--- src/sv/pee_pkg.sv ---
// shared types and constants for the prefix expression evaluator
// no dependencies
package pee_pkg;

  localparam int WORD_W = 32;

  typedef logic [WORD_W-1:0] word_t;

  // operator character codes
  localparam logic [7:0] SYM_PLUS  = 8'h2B;
  localparam logic [7:0] SYM_MINUS = 8'h2D;
  localparam logic [7:0] SYM_STAR  = 8'h2A;
  localparam logic [7:0] SYM_SLASH = 8'h2F;
  localparam logic [7:0] SYM_XOR   = 8'h5E;

  localparam word_t DIGIT_BIAS = 32'd48;
  localparam word_t EMPTY_VAL  = 32'hFFFF_FFFF;

  // shift control shared by every stack cell
  typedef struct packed {
    logic push;
    logic pop;
  } stk_ctl_t;

  function automatic logic is_operator(input logic [7:0] sym);
    is_operator = (sym == SYM_PLUS) || (sym == SYM_MINUS) || (sym == SYM_STAR) ||
                  (sym == SYM_SLASH) || (sym == SYM_XOR);
  endfunction

endpackage

--- src/sv/prefix_expression_evaluator.sv ---
// Prefix expression evaluator: characters arrive right to left, one per transfer, and are
// evaluated on a stack built as a chain of STACK_DEPTH cells with the top in cell 0. An
// operand character is pushed as it is taken. An operator steps through transfer, pop,
// pop, compute and push; a division by a nonzero value runs the bit-serial divider, one
// quotient bit per cycle, before the push. The character marked last then pops the final
// value into the output register, after any wait until that register has been taken.
// Depends on pee_pkg, pee_cell and pee_div.
module prefix_expression_evaluator
  import pee_pkg::*;
#(
  parameter int STACK_DEPTH = 16
) (
  input  logic        clk,
  input  logic        rst,
  input  logic        in_valid,
  output logic        in_ready,
  input  logic [7:0]  symbol,
  input  logic        last,
  output logic        out_valid,
  input  logic        out_ready,
  output logic [31:0] value,
  output logic        underflow,
  output logic        overflow,
  output logic        div_zero
);

  localparam int CW = $clog2(STACK_DEPTH + 1);

  localparam logic [2:0] S_IDLE = 3'd0;
  localparam logic [2:0] S_POPA = 3'd1;
  localparam logic [2:0] S_POPB = 3'd2;
  localparam logic [2:0] S_OP   = 3'd3;
  localparam logic [2:0] S_DIV  = 3'd4;
  localparam logic [2:0] S_PUSH = 3'd5;
  localparam logic [2:0] S_FIN  = 3'd6;

  logic [2:0]    state;
  logic [CW-1:0] count;
  logic          underflow_seen;
  logic          overflow_seen;
  logic          div_zero_seen;
  logic [7:0]    op_sym;
  logic          op_last;
  word_t         opa;
  word_t         opb;
  word_t         res;

  logic     in_xfer;
  logic     empty;
  logic     full;
  logic     push_req;
  logic     pop_req;
  word_t    push_val;
  word_t    top_val;
  stk_ctl_t ctl;
  logic     div_start;
  logic     div_done;
  word_t    div_q;
  logic     fin_go;

  word_t cell_data [STACK_DEPTH];

  assign in_ready = (state == S_IDLE);
  assign in_xfer  = in_valid && in_ready;
  assign empty    = (count == '0);
  assign full     = (count == CW'(STACK_DEPTH));
  assign top_val  = empty ? EMPTY_VAL : cell_data[0];
  assign fin_go   = (state == S_FIN) && (!out_valid || out_ready);

  always_comb begin
    push_req = 1'b0;
    pop_req  = 1'b0;
    push_val = res;
    if (in_xfer && !is_operator(symbol)) begin
      push_req = 1'b1;
      push_val = {{(WORD_W-8){1'b0}}, symbol} - DIGIT_BIAS;
    end else if (state == S_PUSH) begin
      push_req = 1'b1;
    end else if (state == S_POPA || state == S_POPB) begin
      pop_req = 1'b1;
    end
    ctl.push = push_req && !full;
    ctl.pop  = pop_req && !empty;
  end

  // cell 0 is the top of stack; a push shifts every cell down by one cell at once
  for (genvar i = 0; i < STACK_DEPTH; i++) begin : g_cell
    word_t above;
    word_t below;
    if (i == 0) begin : g_top
      assign above = push_val;
    end else begin : g_mid
      assign above = cell_data[i-1];
    end
    if (i == STACK_DEPTH - 1) begin : g_bot
      assign below = cell_data[i];
    end else begin : g_up
      assign below = cell_data[i+1];
    end
    pee_cell u_cell (
      .clk        (clk),
      .ctl        (ctl),
      .from_above (above),
      .from_below (below),
      .data       (cell_data[i])
    );
  end

  pee_div u_div (
    .clk      (clk),
    .rst      (rst),
    .start    (div_start),
    .dividend (opa),
    .divisor  (opb),
    .done     (div_done),
    .quotient (div_q)
  );

  assign div_start = (state == S_OP) && (op_sym == SYM_SLASH) && (opb != '0);

  always_ff @(posedge clk) begin
    if (rst) begin
      state          <= S_IDLE;
      count          <= '0;
      underflow_seen <= 1'b0;
      overflow_seen  <= 1'b0;
      div_zero_seen  <= 1'b0;
      out_valid      <= 1'b0;
    end else begin
      if (fin_go) begin
        out_valid <= 1'b1;
      end else if (out_valid && out_ready) begin
        out_valid <= 1'b0;
      end
      if (ctl.push) begin
        count <= count + 1'b1;
      end else if (ctl.pop) begin
        count <= count - 1'b1;
      end
      if (push_req && full) begin
        overflow_seen <= 1'b1;
      end
      if (pop_req && empty) begin
        underflow_seen <= 1'b1;
      end

      unique case (state)
        S_IDLE: begin
          if (in_xfer) begin
            op_sym  <= symbol;
            op_last <= last;
            if (is_operator(symbol)) begin
              state <= S_POPA;
            end else if (last) begin
              state <= S_FIN;
            end
          end
        end
        S_POPA: begin
          opa   <= top_val;
          state <= S_POPB;
        end
        S_POPB: begin
          opb   <= top_val;
          state <= S_OP;
        end
        S_OP: begin
          state <= div_start ? S_DIV : S_PUSH;
          unique case (op_sym)
            SYM_PLUS:  res <= opa + opb;
            SYM_MINUS: res <= opa - opb;
            SYM_STAR:  res <= opa * opb;
            SYM_SLASH: begin
              if (opb == '0) begin
                res           <= '0;
                div_zero_seen <= 1'b1;
              end
            end
            default:   res <= opa ^ opb;
          endcase
        end
        S_DIV: begin
          if (div_done) begin
            res   <= div_q;
            state <= S_PUSH;
          end
        end
        S_PUSH: begin
          state <= op_last ? S_FIN : S_IDLE;
        end
        S_FIN: begin
          if (fin_go) begin
            count          <= '0;
            underflow_seen <= 1'b0;
            overflow_seen  <= 1'b0;
            div_zero_seen  <= 1'b0;
            state          <= S_IDLE;
          end
        end
        default: state <= S_IDLE;
      endcase
    end
  end

  // result payload, loaded together with the final pop
  always_ff @(posedge clk) begin
    if (fin_go) begin
      value     <= top_val;
      underflow <= underflow_seen || empty;
      overflow  <= overflow_seen;
      div_zero  <= div_zero_seen;
    end
  end

endmodule

--- src/sv/pee_cell.sv ---
// one stack entry; shifts down on push, up on pop
// depends on pee_pkg
module pee_cell
  import pee_pkg::*;
(
  input  logic     clk,
  input  stk_ctl_t ctl,
  input  word_t    from_above,
  input  word_t    from_below,
  output word_t    data
);

  always_ff @(posedge clk) begin
    if (ctl.push) begin
      data <= from_above;
    end else if (ctl.pop) begin
      data <= from_below;
    end
  end

endmodule

--- src/sv/pee_div.sv ---
// signed 32-bit divider, truncating toward zero, one quotient bit per cycle
// depends on pee_pkg
module pee_div
  import pee_pkg::*;
(
  input  logic  clk,
  input  logic  rst,
  input  logic  start,
  input  word_t dividend,
  input  word_t divisor,
  output logic  done,
  output word_t quotient
);

  logic                      busy;
  logic                      fix;
  logic [$clog2(WORD_W)-1:0] cnt;
  word_t                     dvd;
  word_t                     dvs;
  word_t                     rem;
  logic                      neg;
  logic [WORD_W:0]           shifted;
  logic [WORD_W:0]           diff;
  logic                      ge;

  assign shifted = {rem, dvd[WORD_W-1]};
  assign diff    = shifted - {1'b0, dvs};
  assign ge      = !diff[WORD_W];

  always_ff @(posedge clk) begin
    if (rst) begin
      busy <= 1'b0;
      fix  <= 1'b0;
      done <= 1'b0;
    end else begin
      done <= fix;
      if (start) begin
        dvd  <= dividend[WORD_W-1] ? (WORD_W)'(0) - dividend : dividend;
        dvs  <= divisor[WORD_W-1] ? (WORD_W)'(0) - divisor : divisor;
        neg  <= dividend[WORD_W-1] ^ divisor[WORD_W-1];
        rem  <= '0;
        cnt  <= '0;
        busy <= 1'b1;
      end else if (busy) begin
        rem <= ge ? diff[WORD_W-1:0] : shifted[WORD_W-1:0];
        dvd <= {dvd[WORD_W-2:0], ge};
        cnt <= cnt + 1'b1;
        if (cnt == '1) begin
          busy <= 1'b0;
          fix  <= 1'b1;
        end
      end else if (fix) begin
        fix      <= 1'b0;
        quotient <= neg ? (WORD_W)'(0) - dvd : dvd;
      end
    end
  end

endmodule

--- config.mk ---
export PLATFORM = sky130hd
export DESIGN_NAME = prefix_expression_evaluator
export DESIGN_NICKNAME = d
export VERILOG_FILES = /design/src/sv/pee_pkg.sv /design/src/sv/prefix_expression_evaluator.sv /design/src/sv/pee_cell.sv /design/src/sv/pee_div.sv
export SDC_FILE = /design/constraint.sdc
export NUM_CORES = 2
export LEC_CHECK = 0
export ABC_AREA = 1
export BUFFER_PORTS_ARGS = -buffer_cell sky130_fd_sc_hd__buf_4
export CAP_MARGIN = 40
export CORE_MARGIN = 5
export CORE_UTILIZATION = 45
export CTS_BUF_LIST = sky130_fd_sc_hd__clkbuf_8
export CTS_CLUSTER_DIAMETER = 150
export CTS_CLUSTER_SIZE = 12
export DETAILED_ROUTE_END_ITERATION = 10
export GPL_TIMING_DRIVEN = 1
export MAX_ROUTING_LAYER = met4
export PLACE_DENSITY = 0.59
export SLEW_MARGIN = 10
export SYNTH_ARGS = -nofsm -noshare
export SYNTH_HDL_FRONTEND = slang
export SYNTH_SLANG_ARGS = --single-unit
--- constraint.sdc ---
create_clock -name clk -period 13.4 [get_ports clk]
set_input_delay 1.34 -clock clk [delete_from_list [all_inputs] [get_ports clk]]
set_output_delay 1.34 -clock clk [all_outputs]
set_load 0.01 [all_outputs]
==> summary.txt <==
Status
  – Status: complete, no violations

Route
  – DRC violation count after routing: 0
  – First-pass iteration count of the detailed router: 6
  – Final Routed Wirelength: 158 mm
  – Post-DR vias/cell: 5.23
  – Count of antenna-violating nets left after detailed routing: 0
  – Total via count in the routed design: 41484
  – Routed wire per std cell: 19.9 um
  – First-iteration detailed-routing DRC count: 4212

Yosys
  – Mean area per synthesized cell: 8.81 um2
  – Cells after synthesis: 6349
  – Sequential element share of the synthesized area: 42.8%
  – Flip-flop cell with the highest count after synthesis: sky130_fd_sc_hd__edfxtp_1
  – Total of flip-flops plus latches after synthesis: 801
  – Net count after synthesis: 6984
  – Library cells used by synthesis: 64
  – Synth async-reset ratio: 0%
  – Cell area after synthesis: 55900 um2
  – Number of enable flip-flop cells after synthesis: 786
  – Synth Warn #: 0

CTS
  – Level count of the clock H-tree: 3
  – Clk Latency, worst-skew pair: 0.78 ns
  – CTS Root Buffer Type: sky130_fd_sc_hd__clkbuf_8
  – Post-cts repair resize count: 0
  – Setup Buffers After CTS: 0
  – Clock buffers created by TritonCTS: 76
  – Clock tree from TritonCTS: built
  – Post-CTS clock slew at the launch and capture registers of the worst setup and hold paths: 0.11 ns
  – Quantity of hold-fixing buffers added after cts: 0
  – Clock sink count: 801
  – Number of buffers on the longest clock path: 3

Finish
  – Layout Utilization: 47.8%
  – Signed area change from the synthesized netlist to the final layout: 5.76%
  – Sequential Area: 23900 um2
  – Area occupied by multi-input gates: 26800 um2
  – Commonest non-fill, non-tap cell in the layout: sky130_fd_sc_hd__nand2_1
  – Total Nets Final: 6897
  – Layout cells sized above 1: 4.84%
  – Final cell count without fillers: 7927
  – Filler cell count: 11962
  – Top library cells by usage in the layout, fill and taps aside: sky130_fd_sc_hd__nand2_1 (2324), sky130_fd_sc_hd__inv_1 (1040), sky130_fd_sc_hd__edfxtp_1 (786)

Placement
  – Dpl cells: 7818
  – Routability cong.: 0.960
  – Pre-CTS setup slack: 5.75 ns
  – Total of buffers placed on input and output ports: 49
  – DP HPWL: 111 mm

Global routing
  – Via count of the first global-routing pass: 40259
  – Wire length of the first global-routing pass: 243 mm
  – Residual overflow from global routing: 0
  – Pin count of the biggest net entering global routing: 230
  – Initial antenna violation count: 9
  – Tot GR Track Use: 24.7%

Timing
  – Period utilization: 57.3%
  – Worst clock skew on the final layout: 0.0731 ns
  – Total count of max-transition violations in the final report: 0
  – Setup slack of the critical path after layout: 5.72 ns
  – Slew at the pin with the worst max-slew slack: 1.12 ns
  – Min cycle time layout: 7.68 ns
  – Total Negative Setup Slacks: 0 ns
  – Unrepaired setup endpoints after global routing: no
  – Top achievable clock speed: 0.130 GHz
  – Worst max-slew margin expressed relative to the limit: 25.2%
  – Setup-violating endpoint count in the final report: 0
  – Final hold vios: 0

Critical path
  – Startpoint type of the worst setup path: register
  – Crit path max fanout: 18
  – Capturing instance or port of the critical path: res[26]
  – Cell type group with the largest total delay on the critical path: adder cells
  – Element type at the critical path end: register
  – Path depth of the worst reg2reg path: 30
  – Register-to-register setup slack: 5.72 ns
  – Levels on crit path: 30
  – Buf+Inv Stages, Crit Path: 6
  – Cell with the biggest individual delay on the critical path: sky130_fd_sc_hd__edfxtp_1
  – Reg-to-reg critical path startpoint: opb[7]
  – Worst path required time: 13.95 ns
  – Worst r2r dst: res[26]
  – Worst path max stage delay: 0.81 ns
  – Crit path DAT: 8.23 ns
  – CP startpoint: opb[7]
  – Critical path class: reg -> reg

Floorplan
  – Die H: 362 um
  – Number of top-level pins: 50
  – Area of the core region: 124000 um2
  – Std-Cell Rows: 129
  – Die Width: 362 um
  – Starting density of the core: 45.2%
  – Total Die Area: 131000 um2

Flow run
  – Max-cap viol count: 0

Worst hold path
  – Worst min path class: reg -> reg
  – Hold-critical path depth: 0
[cell families (layout without fill, tap and decap cells)]
family / Yosys count / in the layout / share of synthesized area (%)
AOI/OAI and AO/OA: 632 / 632 / 6.32
xor gates and xnor gates: 152 / 152 / 2.38
adders and majority gates: 622 / 622 / 19.4
buffers and inverters: 1345 / 1279 / 9.35
DFF: 801 / 801 / 42.8
other: 0 / 7 / 0
and+or+nand+nor: 2797 / 2797 / 19.8
[worst min-delay path by stage]
stage                        from  endpoint  slack (ns)
finish              overflow_seen  overflow        0.44
global route        overflow_seen  overflow        0.45
CTS                 overflow_seen  overflow        0.45
detailed placement  overflow_seen  overflow        0.42
global placement    div_zero_seen  div_zero        0.43
floorplan           div_zero_seen  div_zero        0.41
[flip-flops by register name (all words and copies together) (netlist names), 3 cells and up]
register	cells
u_div.rem	32
opa	32
u_div.quotient	32
state	3
count	5
op_sym	8
opb	32
u_div.dvs	32
u_div.cnt	5
value	32
u_div.dvd	32
res	32
g_cell.u_cell.data	512
[cell usage after synthesis (18+ instances only)]
cell type	number	area share (%)
sky130_fd_sc_hd__buf_1	51	0.34
sky130_fd_sc_hd__nand3_1	112	1.0
sky130_fd_sc_hd__a21o_1	18	0.24
sky130_fd_sc_hd__fa_1	410	15
sky130_fd_sc_hd__o21ai_1	33	0.30
sky130_fd_sc_hd__inv_2	18	0.12
sky130_fd_sc_hd__nand4_1	26	0.29
sky130_fd_sc_hd__edfxtp_1	786	42
sky130_fd_sc_hd__clkbuf_1	150	1.0
sky130_fd_sc_hd__inv_1	1027	6.9
sky130_fd_sc_hd__o21ai_0	291	2.6
sky130_fd_sc_hd__nor2_1	220	1.5
sky130_fd_sc_hd__xnor2_1	56	0.88
sky130_fd_sc_hd__a21oi_1	174	1.6
sky130_fd_sc_hd__nand2_1	2325	16
sky130_fd_sc_hd__xor2_1	96	1.5
sky130_fd_sc_hd__buf_2	81	0.73
sky130_fd_sc_hd__or2_2	21	0.23
sky130_fd_sc_hd__a22oi_1	24	0.32
sky130_fd_sc_hd__nor3_1	40	0.36
sky130_fd_sc_hd__ha_1	212	4.7
[per-stage QoR]
step	hold slack, ns	area [um2]
after global placement	0.425	57700
after detailed placement	0.417	57900
after global routing	0.455	59100
final	0.441	59100
after floorplan	0.408	55900
after CTS	0.449	59100
[layout make-up]
class | instances | area share, %
clock buffers | 78 | 1.82
diodes | 7 | 0.0296
flip-flops and latches | 801 | 40.4
inverters | 1047 | 6.66
multi-input cells | 4203 | 45.4
clock inverters | 21 | 0.199
repair buffers | 133 | 2.02
well taps | 1637 | 3.46
[metal layers]
metal	global-route usage, %	routed length, um	up-vias
li1	-	-	19623
met1	34.4	70400	20149
met2	37.1	70400	1411
met3	3.51	10800	301
met4	8.77	6410	0
met5	-	0	-
Power is not shown: default switching activity piles up to over one toggle a cycle in this logic, so the estimate is an artifact.
